### src/sv/lgs_pkg.sv
package lgs_pkg;

    // Register indexes of the configuration port
    localparam logic CFG_GRID_ROWS = 1'b0;
    localparam logic CFG_GRID_COLS = 1'b1;

    // Command codes
    localparam logic CMD_SET  = 1'b0;
    localparam logic CMD_STEP = 1'b1;

    localparam logic [5:0] SIZE_MIN   = 6'd5;
    localparam logic [5:0] SIZE_RESET = 6'd32;

    // B3/S23
    localparam logic [3:0] BIRTH_COUNT   = 4'd3;
    localparam logic [3:0] SURVIVE_COUNT = 4'd2;

    typedef enum logic [2:0] {
        ST_IDLE,
        ST_SET_WR,
        ST_DUMP,
        ST_STEP_LOAD,
        ST_STEP
    } t_state;

    typedef struct packed {
        logic rd_en;
        logic wr_en;
    } t_mem_ctl;

    function automatic logic [5:0] clamp_size(logic [5:0] v, logic [5:0] lim);
        logic [5:0] res;
        res = v;
        if (v < SIZE_MIN) begin
            res = SIZE_MIN;
        end else if (v > lim) begin
            res = lim;
        end
        return res;
    endfunction

endpackage

### src/sv/lgs_row_eval.sv
module lgs_row_eval #(
    parameter int W = 32
) (
    input  logic [W-1:0] i_above,
    input  logic [W-1:0] i_cur,
    input  logic [W-1:0] i_below,
    input  logic [W-1:0] i_mask,
    output logic [W-1:0] o_fresh
);

    // dead padding on both edges: column c sees padded bits c, c+1, c+2
    logic [W+1:0] pad_a;
    logic [W+1:0] pad_c;
    logic [W+1:0] pad_b;

    assign pad_a = {1'b0, i_above, 1'b0};
    assign pad_c = {1'b0, i_cur, 1'b0};
    assign pad_b = {1'b0, i_below, 1'b0};

    for (genvar c = 0; c < W; c++) begin : g_cell
        logic [3:0] nbr;
        assign nbr = 4'(pad_a[c]) + 4'(pad_a[c+1]) + 4'(pad_a[c+2])
                   + 4'(pad_c[c]) + 4'(pad_c[c+2])
                   + 4'(pad_b[c]) + 4'(pad_b[c+1]) + 4'(pad_b[c+2]);
        assign o_fresh[c] = i_mask[c] & ((nbr == lgs_pkg::BIRTH_COUNT)
                          | ((nbr == lgs_pkg::SURVIVE_COUNT) & i_cur[c]));
    end

endmodule

### src/sv/lgs_grid_mem.sv
module lgs_grid_mem #(
    parameter int DEPTH = 32,
    parameter int WIDTH = 32,
    parameter int AW    = 5
) (
    input  logic              i_clk,
    input  logic              i_rst_n,
    input  lgs_pkg::t_mem_ctl i_ctl,
    input  logic [AW-1:0]     i_rd_addr,
    input  logic [AW-1:0]     i_wr_addr,
    input  logic [WIDTH-1:0]  i_wr_data,
    output logic [WIDTH-1:0]  o_rd_data
);

    logic [WIDTH-1:0] mem [DEPTH];
    logic [DEPTH-1:0] r_valid;
    logic [WIDTH-1:0] r_rd_data;
    logic             r_rd_valid;

    always_ff @(posedge i_clk) begin
        if (i_ctl.wr_en) begin
            mem[i_wr_addr] <= i_wr_data;
        end
        if (i_ctl.rd_en) begin
            r_rd_data <= mem[i_rd_addr];
        end
    end

    // row never written reads as all dead
    always_ff @(posedge i_clk) begin
        if (!i_rst_n) begin
            r_valid    <= '0;
            r_rd_valid <= 1'b0;
        end else begin
            if (i_ctl.wr_en) begin
                r_valid[i_wr_addr] <= 1'b1;
            end
            if (i_ctl.rd_en) begin
                r_rd_valid <= r_valid[i_rd_addr];
            end
        end
    end

    assign o_rd_data = r_rd_valid ? r_rd_data : '0;

endmodule

### src/sv/life_grid_generation_step_top.sv
// Conway B3/S23 grid engine. A set command (cell alive at row/column) or a step
// command (advance one generation, no wrap, outside cells dead) is taken when
// start is high and busy low; busy then stays high until the whole dump is out.
// Every command is followed by one result per active row, rows 0 up, each shown
// for exactly one cycle under o_strobe, with o_last_row on the final row; the
// receiver must take each result in that cycle. The pace of a command is set by
// the single grid memory read port and the row unit, which evaluates one row
// per cycle. Sizes are clamped to 5..min(MAX,32); config writes are always
// accepted and must only be issued while busy is low.
module life_grid_generation_step_top #(
    parameter int MAX_ROWS = 32,
    parameter int MAX_COLS = 32
) (
    input  logic        i_clk,
    input  logic        i_rst_n,
    input  logic        start,
    output logic        busy,
    input  logic        i_command,
    input  logic [4:0]  i_cell_row,
    input  logic [4:0]  i_cell_col,
    input  logic        i_cfg_valid,
    output logic        o_cfg_ready,
    input  logic        i_cfg_index,
    input  logic [5:0]  i_cfg_data,
    output logic        o_strobe,
    output logic [4:0]  o_row_index,
    output logic [31:0] o_row_cells,
    output logic        o_last_row,
    output logic        o_coord_error
);

    localparam int ROW_LIM = (MAX_ROWS < 32) ? MAX_ROWS : 32;
    localparam int COL_W   = (MAX_COLS < 32) ? MAX_COLS : 32;
    localparam int AW      = $clog2(ROW_LIM);
    localparam logic [5:0] ROW_LIM6 = 6'(ROW_LIM);
    localparam logic [5:0] COL_LIM6 = 6'(COL_W);

    lgs_pkg::t_state r_state, n_state;

    logic [5:0]       r_grid_rows, r_grid_cols;
    logic             r_cmd, n_cmd;
    logic [5:0]       r_rows, n_rows;
    logic [COL_W-1:0] r_mask, n_mask;
    logic             r_err, n_err;
    logic [AW-1:0]    r_waddr, n_waddr;
    logic [4:0]       r_col, n_col;
    logic [AW-1:0]    r_ptr, n_ptr;
    logic [COL_W-1:0] r_prior, n_prior;
    logic [COL_W-1:0] r_cur, n_cur;

    logic             r_dly_valid, n_dly_valid;
    logic [4:0]       r_dly_idx, n_dly_idx;
    logic             r_dly_last, n_dly_last;

    logic             r_out_valid, n_out_valid;
    logic [4:0]       r_out_idx, n_out_idx;
    logic [COL_W-1:0] r_out_cells, n_out_cells;
    logic             r_out_last, n_out_last;
    logic             r_out_err, n_out_err;

    lgs_pkg::t_mem_ctl mem_ctl;
    logic [AW-1:0]     rd_addr, wr_addr;
    logic [COL_W-1:0]  wr_data, rd_data;

    logic [5:0]       cl_rows, cl_cols;
    logic [COL_W-1:0] cols_mask;
    logic [COL_W-1:0] col_bit;
    logic [COL_W-1:0] below;
    logic [COL_W-1:0] fresh;
    logic             in_err;
    logic             ptr_last;
    logic [6:0]       ptr_p1, ptr_p2;

    // ---------------- configuration ----------------
    assign o_cfg_ready = 1'b1;

    always_ff @(posedge i_clk) begin
        if (!i_rst_n) begin
            r_grid_rows <= lgs_pkg::SIZE_RESET;
            r_grid_cols <= lgs_pkg::SIZE_RESET;
        end else if (i_cfg_valid && o_cfg_ready) begin
            if (i_cfg_index == lgs_pkg::CFG_GRID_ROWS) begin
                r_grid_rows <= i_cfg_data;
            end else begin
                r_grid_cols <= i_cfg_data;
            end
        end
    end

    assign cl_rows = lgs_pkg::clamp_size(r_grid_rows, ROW_LIM6);
    assign cl_cols = lgs_pkg::clamp_size(r_grid_cols, COL_LIM6);

    always_comb begin
        for (int c = 0; c < COL_W; c++) begin
            cols_mask[c] = (6'(c) < cl_cols);
            col_bit[c]   = (5'(c) == r_col);
        end
    end

    assign in_err = (i_command == lgs_pkg::CMD_SET)
                  && !((6'(i_cell_row) < cl_rows) && (6'(i_cell_col) < cl_cols));

    // ---------------- datapath ----------------
    lgs_grid_mem #(
        .DEPTH (ROW_LIM),
        .WIDTH (COL_W),
        .AW    (AW)
    ) u_mem (
        .i_clk     (i_clk),
        .i_rst_n   (i_rst_n),
        .i_ctl     (mem_ctl),
        .i_rd_addr (rd_addr),
        .i_wr_addr (wr_addr),
        .i_wr_data (wr_data),
        .o_rd_data (rd_data)
    );

    assign ptr_p1   = 7'(r_ptr) + 7'd1;
    assign ptr_p2   = 7'(r_ptr) + 7'd2;
    assign ptr_last = (ptr_p1 == 7'(r_rows));
    // rd_data holds row ptr+1 during a step
    assign below    = (ptr_p1 < 7'(r_rows)) ? (rd_data & r_mask) : '0;

    lgs_row_eval #(
        .W (COL_W)
    ) u_eval (
        .i_above (r_prior),
        .i_cur   (r_cur),
        .i_below (below),
        .i_mask  (r_mask),
        .o_fresh (fresh)
    );

    // ---------------- sequencer ----------------
    always_comb begin
        n_state     = r_state;
        n_cmd       = r_cmd;
        n_rows      = r_rows;
        n_mask      = r_mask;
        n_err       = r_err;
        n_waddr     = r_waddr;
        n_col       = r_col;
        n_ptr       = r_ptr;
        n_prior     = r_prior;
        n_cur       = r_cur;
        mem_ctl     = '0;
        rd_addr     = '0;
        wr_addr     = '0;
        wr_data     = '0;
        n_dly_valid = 1'b0;
        n_dly_idx   = r_dly_idx;
        n_dly_last  = r_dly_last;
        n_out_valid = 1'b0;
        n_out_idx   = r_out_idx;
        n_out_cells = r_out_cells;
        n_out_last  = r_out_last;
        n_out_err   = r_out_err;

        // dump read data arrives in the cycle after issue, flagged by r_dly_valid
        if (r_dly_valid) begin
            n_out_valid = 1'b1;
            n_out_idx   = r_dly_idx;
            n_out_cells = rd_data & r_mask;
            n_out_last  = r_dly_last;
            n_out_err   = r_err;
        end

        case (r_state)
            lgs_pkg::ST_IDLE: begin
                if (start && !busy) begin
                    n_cmd   = i_command;
                    n_rows  = cl_rows;
                    n_mask  = cols_mask;
                    n_err   = in_err;
                    n_waddr = i_cell_row[AW-1:0];
                    n_col   = i_cell_col;
                    n_ptr   = '0;
                    if (i_command == lgs_pkg::CMD_STEP) begin
                        mem_ctl.rd_en = 1'b1;
                        rd_addr       = '0;
                        n_state       = lgs_pkg::ST_STEP_LOAD;
                    end else if (!in_err) begin
                        mem_ctl.rd_en = 1'b1;
                        rd_addr       = i_cell_row[AW-1:0];
                        n_state       = lgs_pkg::ST_SET_WR;
                    end else begin
                        n_state = lgs_pkg::ST_DUMP;
                    end
                end
            end
            lgs_pkg::ST_SET_WR: begin
                mem_ctl.wr_en = 1'b1;
                wr_addr       = r_waddr;
                wr_data       = rd_data | col_bit;
                n_state       = lgs_pkg::ST_DUMP;
            end
            lgs_pkg::ST_DUMP: begin
                mem_ctl.rd_en = 1'b1;
                rd_addr       = r_ptr;
                n_dly_valid   = 1'b1;
                n_dly_idx     = 5'(r_ptr);
                n_dly_last    = ptr_last;
                if (ptr_last) begin
                    n_state = lgs_pkg::ST_IDLE;
                end else begin
                    n_ptr = ptr_p1[AW-1:0];
                end
            end
            lgs_pkg::ST_STEP_LOAD: begin
                n_prior       = '0;
                n_cur         = rd_data & r_mask;
                mem_ctl.rd_en = 1'b1;
                rd_addr       = ptr_p1[AW-1:0];
                n_state       = lgs_pkg::ST_STEP;
            end
            lgs_pkg::ST_STEP: begin
                mem_ctl.wr_en = 1'b1;
                wr_addr       = r_ptr;
                wr_data       = fresh;
                if (ptr_p2 < 7'(r_rows)) begin
                    mem_ctl.rd_en = 1'b1;
                    rd_addr       = ptr_p2[AW-1:0];
                end
                n_prior     = r_cur;
                n_cur       = below;
                n_out_valid = 1'b1;
                n_out_idx   = 5'(r_ptr);
                n_out_cells = fresh;
                n_out_last  = ptr_last;
                n_out_err   = 1'b0;
                if (ptr_last) begin
                    n_state = lgs_pkg::ST_IDLE;
                end else begin
                    n_ptr = ptr_p1[AW-1:0];
                end
            end
            default: begin
                n_state = lgs_pkg::ST_IDLE;
            end
        endcase
    end

    always_ff @(posedge i_clk) begin
        if (!i_rst_n) begin
            r_state     <= lgs_pkg::ST_IDLE;
            r_dly_valid <= 1'b0;
            r_out_valid <= 1'b0;
        end else begin
            r_state     <= n_state;
            r_dly_valid <= n_dly_valid;
            r_out_valid <= n_out_valid;
        end
    end

    always_ff @(posedge i_clk) begin
        r_cmd       <= n_cmd;
        r_rows      <= n_rows;
        r_mask      <= n_mask;
        r_err       <= n_err;
        r_waddr     <= n_waddr;
        r_col       <= n_col;
        r_ptr       <= n_ptr;
        r_prior     <= n_prior;
        r_cur       <= n_cur;
        r_dly_idx   <= n_dly_idx;
        r_dly_last  <= n_dly_last;
        r_out_idx   <= n_out_idx;
        r_out_cells <= n_out_cells;
        r_out_last  <= n_out_last;
        r_out_err   <= n_out_err;
    end

    assign busy          = (r_state != lgs_pkg::ST_IDLE) || r_dly_valid || r_out_valid;
    assign o_strobe      = r_out_valid;
    assign o_row_index   = r_out_idx;
    assign o_row_cells   = 32'(r_out_cells);
    assign o_last_row    = r_out_last;
    assign o_coord_error = r_out_err;

    // ---------------- assertions ----------------
    a_strobe_busy: assert property (@(posedge i_clk) disable iff (!i_rst_n)
        o_strobe |-> busy)
        else $error("result strobe while not busy");

    a_accept_busy: assert property (@(posedge i_clk) disable iff (!i_rst_n)
        (start && !busy) |=> busy)
        else $error("busy not raised after accepting an item");

    a_last_index: assert property (@(posedge i_clk) disable iff (!i_rst_n)
        (o_strobe && o_last_row) |-> (o_row_index == 5'(r_rows - 6'd1)))
        else $error("last row flag on wrong row");

    a_row_seq: assert property (@(posedge i_clk) disable iff (!i_rst_n)
        (o_strobe && !o_last_row) |=>
            (o_strobe && (o_row_index == 5'($past(o_row_index) + 5'd1))))
        else $error("dump rows not consecutive");

    a_err_set_only: assert property (@(posedge i_clk) disable iff (!i_rst_n)
        (o_strobe && o_coord_error) |-> (r_cmd == lgs_pkg::CMD_SET))
        else $error("coordinate error on a step dump");

endmodule
### config.mk
export PLATFORM = sky130hd
export DESIGN_NAME = life_grid_generation_step_top
export DESIGN_NICKNAME = d
export VERILOG_FILES = /design/src/sv/lgs_pkg.sv /design/src/sv/lgs_row_eval.sv /design/src/sv/lgs_grid_mem.sv /design/src/sv/life_grid_generation_step_top.sv
export SDC_FILE = /design/constraint.sdc
export NUM_CORES = 2
export LEC_CHECK = 0
export BUFFER_PORTS_ARGS = -buffer_cell sky130_fd_sc_hd__buf_2
export CELL_PAD_IN_SITES_DETAIL_PLACEMENT = 0
export CELL_PAD_IN_SITES_GLOBAL_PLACEMENT = 2
export CORE_MARGIN = 2
export CORE_UTILIZATION = 44
export CTS_CLUSTER_DIAMETER = 40
export DETAILED_ROUTE_END_ITERATION = 16
export PLACE_DENSITY_LB_ADDON = 0.12
export SLEW_MARGIN = 10
export SYNTH_ARGS = -nofsm -noshare
export SYNTH_HDL_FRONTEND = slang
export SYNTH_SLANG_ARGS = --single-unit
### constraint.sdc
create_clock -name i_clk -period 5.7 [get_ports i_clk]
set_input_delay 1.14 -clock i_clk [delete_from_list [all_inputs] [get_ports i_clk]]
set_output_delay 1.14 -clock i_clk [all_outputs]
set_load 0.1 [all_outputs]
-- Word level (Yosys, flattened, before mapping)
Memory sizes are Yosys's and may differ from the RTL's. A register that Yosys moved wholly into a read port is not among the register bits.
Index checks and enable logic that the tools add are counted.
- output and inout port bits: 42
- bits in read-only memories: 0
- memory bits (writable): 1024
- bits in latches: 0
- input port bits: 22
- word-level logic and storage cells: 554
- memories: 1
- bits in registers: 213
- memory list (memory ; words ; width ; rd ports ; clocked after Yosys merged registers in ; write ports ; line ; text):
    u_mem.mem ; 32 ; 32 ; 1 ; 1 ; 1 ; lgs_grid_mem.sv:15 ; logic [WIDTH-1:0] mem [DEPTH];
- muxes and demuxes: 44
- eq/ne operators: 103
- div/mod/pow operators: 0
- magnitude comparators: 43
- bitwise operators: 101
- shift-type cells: 0
- $add $sub $neg: 219
- reductions and logical operators: 22
- multiply operators: 0
- operator list (cell ; count):
    4-bit by 1-bit adder with 4-bit output ; 186
    4-bit by 2-bit equality test with 1-bit output, second input constant ; 64
    32-bit one-hot mux with 2 select lines ; 3
    32-bit two-way mux ; 4
    5-bit by 6-bit < comparator with 1-bit output, first input constant ; 16
    5-bit equality test, first input constant ; 16
    1-bit AND ; 64
    32-bit OR ; 2
    1-bit by 1-bit adder with 2-bit output ; 31
    4-bit by 6-bit < comparator with 1-bit output, first input constant ; 8
    4-bit by 5-bit equality test with 1-bit output, first input constant ; 8
    5-bit two-way mux ; 8
    32-bit AND ; 1
    1-bit OR ; 32
    3-bit by 6-bit < comparator with 1-bit output, first input constant ; 4
    6-bit two-way mux ; 4
    3-bit by 5-bit equality test with 1-bit output, first input constant ; 4
    5-bit one-hot mux with 2 select lines ; 2
    5-bit one-hot mux with 4 select lines ; 1
    1-bit two-way mux ; 14
    6-bit greater-than comparator, second input constant ; 2
    1-bit by 6-bit < comparator with 1-bit output, first input constant ; 2
    2-bit by 6-bit < comparator with 1-bit output, first input constant ; 2
    5-bit by 6-bit < comparator with 1-bit output ; 2
    31 further kinds ; 52

-- Longest topological paths before layout
- depth after elaboration: 13
- gate-level depth with buffers: 21
- depth with buffers taken out: 19

-- Cells and area by module
From an unflattened synthesis, not the netlist that was laid out.
- cells, all modules: 3045
- area, all modules: 55045.3 um^2
- modules (own cells, without submodules) (module ; cells each ; instances ; area each (um^2) ; seq. area each (um^2)):
    lgs_grid_mem ; 1678 ; 1 ; 41304.6 ; 32371.0
    life_grid_generation_step_top ; 772 ; 1 ; 8313.0 ; 5225.0
    lgs_row_eval ; 595 ; 1 ; 5427.7 ; 0.0

-- Worst setup path before layout
No wires, ideal clock.
- kind: register to register
- start: register r_ptr[1]
- end: memory u_mem.mem[0][15], data pin
- data arrival time: 4.961 ns
- required time: 5.246 ns
- path buffers: 2
- stages on the path, launching flop included: 19
- setup time: 0.454 ns
- slack: 0.285 ns
- period minus slack after synthesis: 5.415 ns
- cells stage by stage: edfxtp_1 > ha_1 > nand2_1 > xnor2_1 > ha_1 > a21o_1 > a21oi_1 > o221ai_1 > clkbuf_1 > clkbuf_1 > or2_2 > fa_1 > xor2_1 > ha_1 > nor2_1 > fa_1 > nor4b_1 > o21ai_0 > o21ai_0
- longest elaborated chain between the ends: 11
- elaborated cells between the ends (all ways): 12
- classes of those cells: 4 x add/sub; 1 x order compare; 2 x eq/ne; 2 x mux; 3 x bitwise
- ends and longest elaborated chain (item ; line ; text):
    start, declared ; life_grid_generation_step_top.sv:47 ; logic [AW-1:0] r_ptr, n_ptr;
    start signal, assigned ; life_grid_generation_step_top.sv:262 ; r_ptr <= n_ptr;
    5-bit by 1-bit adder with 6-bit output (*) ; life_grid_generation_step_top.sv:118 ; assign ptr_p1 = 7'(r_ptr) + 7'd1;
    via ptr_p1[3] ; life_grid_generation_step_top.sv:72 ; logic [6:0] ptr_p1, ptr_p2;
    6-bit < comparator (*) ; life_grid_generation_step_top.sv:122 ; assign below = (ptr_p1 < 7'(r_rows)) ? (rd_data & r_mask) : '0;
    32-bit two-way mux (*) ; life_grid_generation_step_top.sv:122 ;
    4-bit by 1-bit adder with 4-bit output (2 in series) ; lgs_row_eval.sv:24 ; + 4'(pad_b[c]) + 4'(pad_b[c+1]) + 4'(pad_b[c+2]);
    4-bit by 1-bit adder with 4-bit output (*) ; lgs_row_eval.sv:24 ;
    4-bit by 2-bit equality test with 1-bit output ; lgs_row_eval.sv:26 ; | ((nbr == lgs_pkg::SURVIVE_COUNT) & i_cur[c]));
    1-bit AND ; lgs_row_eval.sv:26 ;
    1-bit OR (*) ; lgs_row_eval.sv:26 ;
    1-bit AND (*) ; lgs_row_eval.sv:25 ; assign o_fresh[c] = i_mask[c] & ((nbr == lgs_pkg::BIRTH_COUNT)
    32-bit one-hot mux with 2 select lines (*) ; life_grid_generation_step_top.sv:168 ; case (r_state)
    via u_mem.i_wr_data[15] ; lgs_grid_mem.sv:11 ; input logic [WIDTH-1:0] i_wr_data,
    end, declared ; lgs_grid_mem.sv:15 ;
The timed path passes the listed nets; every way through them passes the cells marked *.

-- Final worst setup path
- start: register r_ptr[1]
- end: memory u_mem.mem[12][26], data pin
Same word-level chain as after synthesis.

==> implementation parameters <==
Parameter                              Value

Setup path
  Worst Path Class, Setup ... reg -> reg
  Startpoint type of the worst setup path ... register
  Data required time of the worst path ... 6.11 ns
  R2R depth ... 17
  Largest stage delay on the critical path ... ~0.54 ns
  FF-to-FF Start ... r_ptr[1]
  Slowest library cell on the worst path ... sky130_fd_sc_hd__fa_1
  CP startpoint ... r_ptr[1]
  FF-to-FF setup slack ... between 0.3 and 0.4 ns
  Worst Path Arrival ... about 5.8 ns
  Endpoint of the worst-slack reg-to-reg timing path ... u_mem.mem[12][26]
  Worst path most repeated cell ... sky130_fd_sc_hd__ha_1
  Maximum fanout encountered on the critical timing path ... 32
  Critical path capture point type ... register
  Cell chain of the critical path ... ha_1 > nand2_1 > xnor2_1 > ha_1 > a21o_1 > a21oi_1 > o221ai_4 > buf_12 > or2_2 > fa_1 > xor2_1 > ha_1 > nor2_1 > fa_1 > nor4b_1 > o21ai_0 > o21ai_2

Timing
  Setup repair after global routing missed its margin ... no
  Timing-limited maximum frequency ... approximately 0.19 GHz
  Tmin final ... 5.34 ns
  Setup Viol. Count Final ... 0
  Max Clock Skew ... 0.0335 ns
  Pin slew with the least headroom to its limit ... 1.22 ns
  Number of failing hold endpoints at the final stage ... 0
  Total Neg Setup Slack ... 0 ns
  Slew HR ... 19.0%
  Part of the cycle the worst path needs ... 93.6%
  Final max-slew violation count ... 0

Hold path
  Hold path startpoint ... u_mem.r_valid[28]
  Hold Path Sink ... u_mem.r_valid[28]
  Worst Hold Depth ... 1
  Worst min path class ... reg -> reg

Power and ir drop
  Total leakage power ... 0.0211 uW
  Ratio of total power to cell area ... 418 mW/mm2
  Maximum resistive drop on vdd ... 332 uV

Route
  Detailed Route Iter0 Violations ... 2845
  Number of nets with antenna violations after detailed routing ... 0
  Overall via count from detail_route ... 30200
  Number of detailed-route iterations in the first pass ... 11
  Routed WL per cell ... 30.1 um
  Post-detailed-routing wire length ... 157000 um
  Number of design rule violations left after detail routing ... 8
  Vias per inst ... 5.80

Floorplanning
  Floorplan die width ... 357 um
  Die ar. ... 0.128 mm2
  Placement row count ... ~130
  IO Pins ... 64
  Die Ht ... between 300 and 400 um
  Placeable core area ... 0.124 mm2
  Initial core utilization ... 44.3%

Cells and area
  Post-Route Utilization ... 52.0%
  P&R area growth vs syn ... 17.4%
  Count of antenna diodes in the layout ... 0
  Final nets ... 3688
  Post-route design area ... around 0.064 mm2
  Share of post-route cells with drive strength above 1 ... between 20% and 30%

Clocking
  Latest clock arrival within the worst-skew pair ... slightly below 0.8 ns
  CTS tree ... built
  Maximum level of the CTS H-tree ... 4
  Number of sinks on the clock net ... about 1300
  Number of clock buffers inserted by TritonCTS ... 177
  Maximum buffer depth of the clock tree ... 3
  Clk root buf ... sky130_fd_sc_hd__clkbuf_16
  Clock-pin slew on the worst setup and hold paths ... 0.05 ns
  Hold bufs inserted after CTS ... 0

Yosys
  Most frequently used flop master after synthesis ... sky130_fd_sc_hd__edfxtp_1
  Synth unique cells ... between 60 and 70
  Area contributors post-synth ... sky130_fd_sc_hd__edfxtp_1 (67%), sky130_fd_sc_hd__mux4_2 (11%), sky130_fd_sc_hd__fa_1 (4.0%)
  Netlist area before placement ... 0.0549 mm2
  Count of yosys warnings during synthesis ... 0
  EDFF count, synth ... around 1200
  Average cell area after synthesis ... between 15 and 20 um2
  Sequential cell area fraction in the yosys report ... 68.5%
  Top-area cell type share of the netlist area ... 66.7%
  Post-synthesis async set-or-reset flop share ... 0%
  Most area-hungry cell type in the Yosys netlist ... sky130_fd_sc_hd__edfxtp_1
  Number of synthesized register bits ... around 1300
  Post-Synthesis Cells ... 3170

Placed design
  Placer's final routability congestion estimate ... between 0.8 and 0.9
  I/O Buffers ... 62
  Placed standard-cell area ... 0.0585 mm2
  DP HPWL ... 96600 um

GRT
  Number of global-route vias before repair ... 31500
  Remaining global-route overflow ... 0
  First-pass GRT wire length ... 224000 um
  Antenna violations before repair ... 6
  All-layer global routing usage ... 25.0%
  Largest net degree at the start of global routing ... 65

Status
  Violations in the final reports ... DRC
  Result of the run ... finished with violations

Flow run
  Maxcap violations ... 0
-- power breakdown --
part	leakage (uW)	internal (uW)	switching, uW
Clock	0.00279	6540	4230
Sequential	0.0105	10700	373
Combinational	0.00782	2080	3010
-- synthesized netlist by cell type, drive strengths merged, types with 14 or more instances --
| master | number |
|---|---|
| nand3 | 63 |
| ha | 130 |
| or2 | 34 |
| a21oi | 21 |
| fa | 110 |
| buf | 57 |
| dfxtp | 51 |
| mux4 | 258 |
| nand2 | 71 |
| inv | 289 |
| a211oi | 18 |
| xnor2 | 14 |
| o21ai | 124 |
| clkbuf | 90 |
| edfxtp | 1218 |
| nor3 | 17 |
| and3 | 15 |
| mux2i | 19 |
| a22oi | 164 |
| nor2 | 167 |
| o21a | 35 |
| nand4 | 35 |
| o2111ai | 23 |
| nor2b | 43 |
-- final cells by class --
class	count	area [um2]
clock buffer	200	4570
timing repair buffer	219	1860
multi-input combinational	1470	16000
clock inverter	122	1270
sequential	1269	37600
tap	1637	2050
fill	9981	59400
inverter	289	1080
-- per-layer routing --
layer  up-vias  share of wire, %  track usage [%]
li1      12900                 -                -
met1     15900                41             33.4
met2      1082                49             41.1
met3       248               7.1             5.45
met4         4               2.8             8.09
met5         -             0.017                0
-- cells by family (layout without fill, tap and decap cells) --
family | count (synthesis) | count (layout) | synth area share (%)
adder cells (fa/ha/maj) | 240 | 240 | 6.98
XOR/XNOR | 22 | 22 | 0.351
multiplexers | 287 | 287 | 11.1
flip-flops | 1269 | 1269 | 68.5
AO/OA/AOI/OAI | 425 | 425 | 5.29
other | 1 | 6 | 0.00683
AND/OR/NAND/NOR | 490 | 490 | 4.45
buffers and inverters | 436 | 830 | 3.25
-- registers in the layout, summed over array words and instances (netlist names) --
| name | cells |
|---|---|
| r_state | 3 |
| o_row_index | 5 |
| r_cur | 32 |
| u_mem.r_rd_valid | 1 |
| o_coord_error | 1 |
| r_grid_cols | 6 |
| r_dly_valid | 1 |
| r_col | 5 |
| o_strobe | 1 |
| o_row_cells | 32 |
| r_dly_idx | 5 |
| r_mask | 32 |
| r_prior | 32 |
| u_mem.r_valid | 32 |
| r_err | 1 |
| o_last_row | 1 |
| r_waddr | 5 |
| r_dly_last | 1 |
| r_rows | 6 |
| u_mem.r_rd_data | 32 |
| u_mem.mem | 1024 |
| r_grid_rows | 6 |
| r_ptr | 5 |
-- timing repair --
action / 4_1_cts / 5_1_grt
gates resized for setup: 0 / 3
endpoints found under the setup margin: 0 / 334
buffers inserted: 0 / 2
-- through the flow --
stage               worst slack (ns)  hold slack, ns  std cells  total power [uW]
finish                         0.362           0.464       5206             26900
global route                  0.0639           0.476       5206             28000
CTS                            0.161           0.466       5204             27100
detailed placement             0.183           0.454       4882             16300
global placement               0.283           0.442       4882             16300
floorplan                      0.285           0.424       3175             14500
-- worst max-delay path, delay by kind of cell, from the launching register on --
family | cells | cell delay (ns)
buf+inv | 1 | 0.17
flops | 1 | 0.39
fa+ha+maj | 5 | 1.72
compound gates | 5 | 1.39
xor+xnor | 2 | 0.33
simple gates | 4 | 0.95
-- layout by cell type (no fill, tap or decap), types with 13 or more instances in the layout --
cell type,count
sky130_fd_sc_hd__or2_2,34
sky130_fd_sc_hd__mux2i_1,19
sky130_fd_sc_hd__nor2_1,134
sky130_fd_sc_hd__inv_1,287
sky130_fd_sc_hd__nor2b_1,43
sky130_fd_sc_hd__o2111ai_1,23
sky130_fd_sc_hd__xnor2_1,14
sky130_fd_sc_hd__clkbuf_16,179
sky130_fd_sc_hd__inv_6,23
sky130_fd_sc_hd__mux4_2,258
sky130_fd_sc_hd__a22oi_1,164
sky130_fd_sc_hd__buf_12,30
sky130_fd_sc_hd__ha_1,130
sky130_fd_sc_hd__clkinvlp_4,23
sky130_fd_sc_hd__nand2_1,70
sky130_fd_sc_hd__dfxtp_1,50
sky130_fd_sc_hd__buf_2,62
sky130_fd_sc_hd__clkinv_1,20
sky130_fd_sc_hd__o21ai_0,89
sky130_fd_sc_hd__nand3_1,63
sky130_fd_sc_hd__buf_4,127
sky130_fd_sc_hd__o21a_1,35
sky130_fd_sc_hd__nand4_1,35
sky130_fd_sc_hd__clkbuf_1,20
sky130_fd_sc_hd__edfxtp_1,1218
sky130_fd_sc_hd__clkinv_2,22
sky130_fd_sc_hd__o21ai_2,29
sky130_fd_sc_hd__nor2_4,32
sky130_fd_sc_hd__a21oi_1,21
sky130_fd_sc_hd__bufinv_16,16
sky130_fd_sc_hd__nor3_1,13
sky130_fd_sc_hd__a211oi_1,18
sky130_fd_sc_hd__fa_1,110
-- worst max-delay path by stage --
stage | to | slack, ns
after floorplan | u_mem.mem[0][15] | 0.29
after global placement | u_mem.mem[29][25] | 0.28
final | u_mem.mem[12][26] | 0.36
after global routing | u_mem.mem[14][26] | 0.06
after CTS | u_mem.mem[30][24] | 0.16
after detailed placement | u_mem.mem[11][24] | 0.18
Power figures use the tool's default switching activity.
